$ cat src/design/ect_ram.sv
// Generic single-write, single-read RAM with registered read data.
// No dependencies.
module ect_ram #(
  parameter int WIDTH = 8,
  parameter int DEPTH = 64
) (
  input  logic                     clk,
  input  logic                     we,
  input  logic [$clog2(DEPTH)-1:0] waddr,
  input  logic [WIDTH-1:0]         wdata,
  input  logic [$clog2(DEPTH)-1:0] raddr,
  output logic [WIDTH-1:0]         rdata
);
  logic [WIDTH-1:0] mem [DEPTH];

  always_ff @(posedge clk) begin
    if (we) begin
      mem[waddr] <= wdata;
    end
    rdata <= mem[raddr];
  end
endmodule

$ cat config.mk
export PLATFORM = sky130hd
export DESIGN_NAME = ect_ram
export DESIGN_NICKNAME = d
export VERILOG_FILES = /design/src/design/ect_ram.sv
export SDC_FILE = /design/constraint.sdc
export NUM_CORES = 1
export LEC_CHECK = 0
export BUFFER_PORTS_ARGS = -buffer_cell sky130_fd_sc_hd__buf_2
export CAP_MARGIN = 20
export CORE_MARGIN = 2
export CORE_UTILIZATION = 30
export DETAILED_ROUTE_END_ITERATION = 10
export PLACE_DENSITY = 0.55
export SLEW_MARGIN = 10
export SYNTH_ARGS = -nofsm -noshare
export SYNTH_HDL_FRONTEND = slang
export SYNTH_SLANG_ARGS = --single-unit
$ cat constraint.sdc
create_clock -name clk -period 3.5 [get_ports clk]
set_clock_uncertainty 0.2 [all_clocks]
set_input_delay 0.525 -clock clk [delete_from_list [all_inputs] [get_ports clk]]
set_output_delay 0.525 -clock clk [all_outputs]
set_load 0.03 [all_outputs]
# == After elaboration in Yosys (flattened, before gate mapping) ==
# Memories as Yosys holds them, arrays and structs flattened. A register that Yosys moved wholly into a read port is not among the register bits.
# Cells that the tools add are included.
# totals
ff_bits,0
latch_bits,0
mem_bits_rw,512
mem_bits_ro,0
in_bits,22
word_cells,3
mem_count,1
# memory_table
name,depth,width,rd,rd_ports_with_merged_regs,write_ports,line,text
mem,64,8,1,1,1,14,logic [WIDTH-1:0] mem [DEPTH];
# op_classes
addsub,0
mul,0
div_mod_pow,0
order_cmp,0
n_eq_ne,0
n_shift,0
muxes,2
n_bitwise,0
reduce_logical,0
# op_table
cell,n
$mux W1,2

# == Logic depth before layout (Yosys ltp) ==
# depth
depth_word,2
mapped_depth,9
depth_no_buf,5

# == Least setup slack after synthesis ==
# Ideal clock, no wire load.
# synth_timing
path_type,input -> register
start,in raddr[1]
end,reg rdata[3] (read register of mem)
arrival_time_ns,2.065
slack_ns,1.107
stages,7
path_buffers,3
path_cell_list,buf_4 -> buf_2 -> buf_2 -> mux4_2 -> mux4_2 -> o21ai_1 -> o41ai_1
# synth_lines
item,line,text
from (decl),11,"input logic [$clog2(DEPTH)-1:0] raddr,"
to (decl),12,output logic [WIDTH-1:0] rdata

==> results_dict.tcl <==
set metrics [dict create \
    fp.dieW_um 263 \
    final_layout_size_suffix_gt1_share_pct 31.2 \
    peakVddDrop_v 0.000288 \
    synth_top_cell_by_area "edfxtp_1" \
    cap_violations 0 \
    worst-setup-path-type "primary input to flop" \
    gp_congestion 0.802 \
    root_buffer "clkbuf_16" \
    p_per_area_nw_per_um2 561 \
    ios 30 \
    start_util_pct 30.2 \
    seqCellArea_um2 15500 \
    arrival_ns 2.87 \
    area.growth.synth_to_final_pct 17.5 \
    layout_worst_path_cycle_share_pct 75.1 \
    cts_buffer_depth 3 \
    htree_num_levels 2 \
    synth.area.top_cells "edfxtp_1, mux4_2, nor2_1, mux2i_1, dfxtp_1" \
    ys_ff_latch 520 \
    post_synth.cell_area_avg_um2 21.5 \
    hold_path_class "primary input to flop" \
    clock_sinks 520 \
    diodes 0 \
    antenna_found_initial 4 \
    nets 1099 \
    synth-main-ff-cell "edfxtp_1" \
    ys_seq_area_share_pct 77.0 \
    ant_nets 0 \
    drt_wl_total_mm 48.2 \
    first_pass_iters 5 \
    final_max_slew_viol_count 0 \
    rows 95 \
    crit_chain "clkbuf_8 -> mux4_2 -> mux2_2 -> o221a_2 -> nor3_1 -> o32ai_1" \
    rr_worst_depth 5 \
    clk_pin_slew_ns 0.06 \
    required_ns 3.74 \
    reg2reg_to "rdata[6]$_DFF_P_" \
    rsz0062_at_grt "false" \
    cts.repair.resized 0 \
    critPathLaunchType "primary input" \
    crit_slowest_cell "nor3_1" \
    clk_latency_ns 0.59 \
    ys.warnings.count 0 \
    power_leakage_nw 7.49 \
    synth_cell_type_count 40 \
    tns_ns 0 \
    syn-num-nets 962 \
    gr-total-overflow 0 \
    synth_edf_count 512 \
    grt_start_max_net_pins 65 \
    hold_start "wdata[4]" \
    tritoncts "yes" \
    max_clock_freq_ghz 0.380 \
    holdPathEnd "mem[42][4]$_DFFE_PP_" \
    synthCells 940 \
    via_per_inst 4.90 \
    drcViolationCount 0 \
    netlist_area_um2 20200 \
    outcome "finished, final reports clean" \
    crit_start "raddr[0]" \
    coreArea_um2 66800 \
    nFillCells 6172 \
    die_h_um 263 \
    hold_depth 1 \
    synthArstFlopShare_pct 0 \
    fp.dieArea_um2 69300 \
    slowest_delay_ns 0.66 \
    cts_setup_buffers 0 \
    relSlewSlack_pct 39.0 \
    power_mw 13.3 \
    wl_per_cell_um 24.2 \
    critPathMaxFanout 25 \
    grt_pass1_vias 10200 \
    port_buffers 29 \
    final_area_um2 23700 \
    rrSetupSlack_ns 0.89 \
    postCtsHoldBufs 0 \
    worst_pin_slew_ns 0.914 \
    min_period_ns 2.63 \
    dr.first_iter.drc_count 1026 \
    placed_cell_area_um2 22000 \
    post-synth-top-area-fraction_pct 76.2 \
    timing.rr.start "mem[24][6]$_DFFE_PP_" \
    synth_common_cells "edfxtp_1, mux4_2, nor2_1" \
    multiInputGateArea_um2 4320 \
    instances_no_fill 1990 \
    dp_hpwl_mm 30.6 \
    dp_cells 1896 \
    yosysMostFrequentCell "edfxtp_1" \
    grt_usage_pct 14.0 \
    grt_pass1_wl_mm 71.2 \
    route.vias.total 9759 \
    setup_viol 0 \
    end_kind "flop" \
    finalHoldViolCount 0 \
    cts_buffers 51 \
]
==> critical path, delay by kind of cell <==
| family | cells | cell delay [ns] |
|---|---|---|
| compound gates | 2 | 0.47 |
| buf+inv | 1 | 0.32 |
| mux | 2 | 0.84 |
| simple gates | 1 | 0.66 |
==> layout make-up <==
cell class,instances,share of cell area [%]
Clock buffer,62,5.74
Clock inverter,31,1.50
Multi-Input combinational cell,369,18.2
Sequential cell,520,65.5
Tap cell,873,4.61
Timing Repair Buffer,135,4.40
==> worst max path at each step <==
stage | end | slack (ns) | cells after the start
after floorplan | rdata[3]$_DFF_P_ | 1.11 | 7
after global placement | rdata[6]$_DFF_P_ | 0.33 | 6
after detailed placement | rdata[6]$_DFF_P_ | 0.34 | 6
after CTS | rdata[6]$_DFF_P_ | 0.97 | 6
after global routing | rdata[6]$_DFF_P_ | 0.78 | 8
final | rdata[6]$_DFF_P_ | 0.87 | 6
==> metrics by stage <==
step	hold WS, ns	util (%)	setup slack, ns
after global routing	0.207	35.5	0.780
after global placement	0.650	32.9	0.332
final	0.189	35.5	0.871
after CTS	0.176	35.4	0.968
after floorplan	0.424	-	1.11
after detailed placement	0.657	32.9	0.343
==> routing by layer <==
metal,global-route usage [%],routed length (um),vias up
li1,-,-,4207
met1,19.6,21200,5151
met2,21.4,22000,314
met3,3.94,3880,79
met4,4.03,1100,8
met5,0,46,-
==> state kept, by name (all words and copies together) (netlist names) <==
register	cells
mem	512
rdata	8
==> placed cells by master (no fill, tap or decap), types with 8 or more instances in the layout <==
master and n:
edfxtp_1 512, mux4_2 126, buf_4 101, nor2_1 83, clkbuf_16 53, buf_2 26
mux2i_1 23, nand2_1 19, nor2b_1 14, mux2_2 13, nand3_1 13, clkinv_1 12
clkbuf_1 9, o221ai_1 8, o22ai_1 8, bufinv_16 8, dfxtp_1 8
==> power by group <==
group	internal, mW	switching (mW)
combinational	0.264	0.434
sequential	6.89	0.0253
clock	3.35	2.32
total	10.5	2.78
==> kinds of logic after synthesis <==
family	count (synthesis)	synth area share, %
buffers and inverters	51	1.57
and+or+nand+nor	153	3.39
DFF	520	77.0
AOI/OAI and AO/OA	54	2.07
muxes	162	15.9
Power figures use the tool's default switching activity.
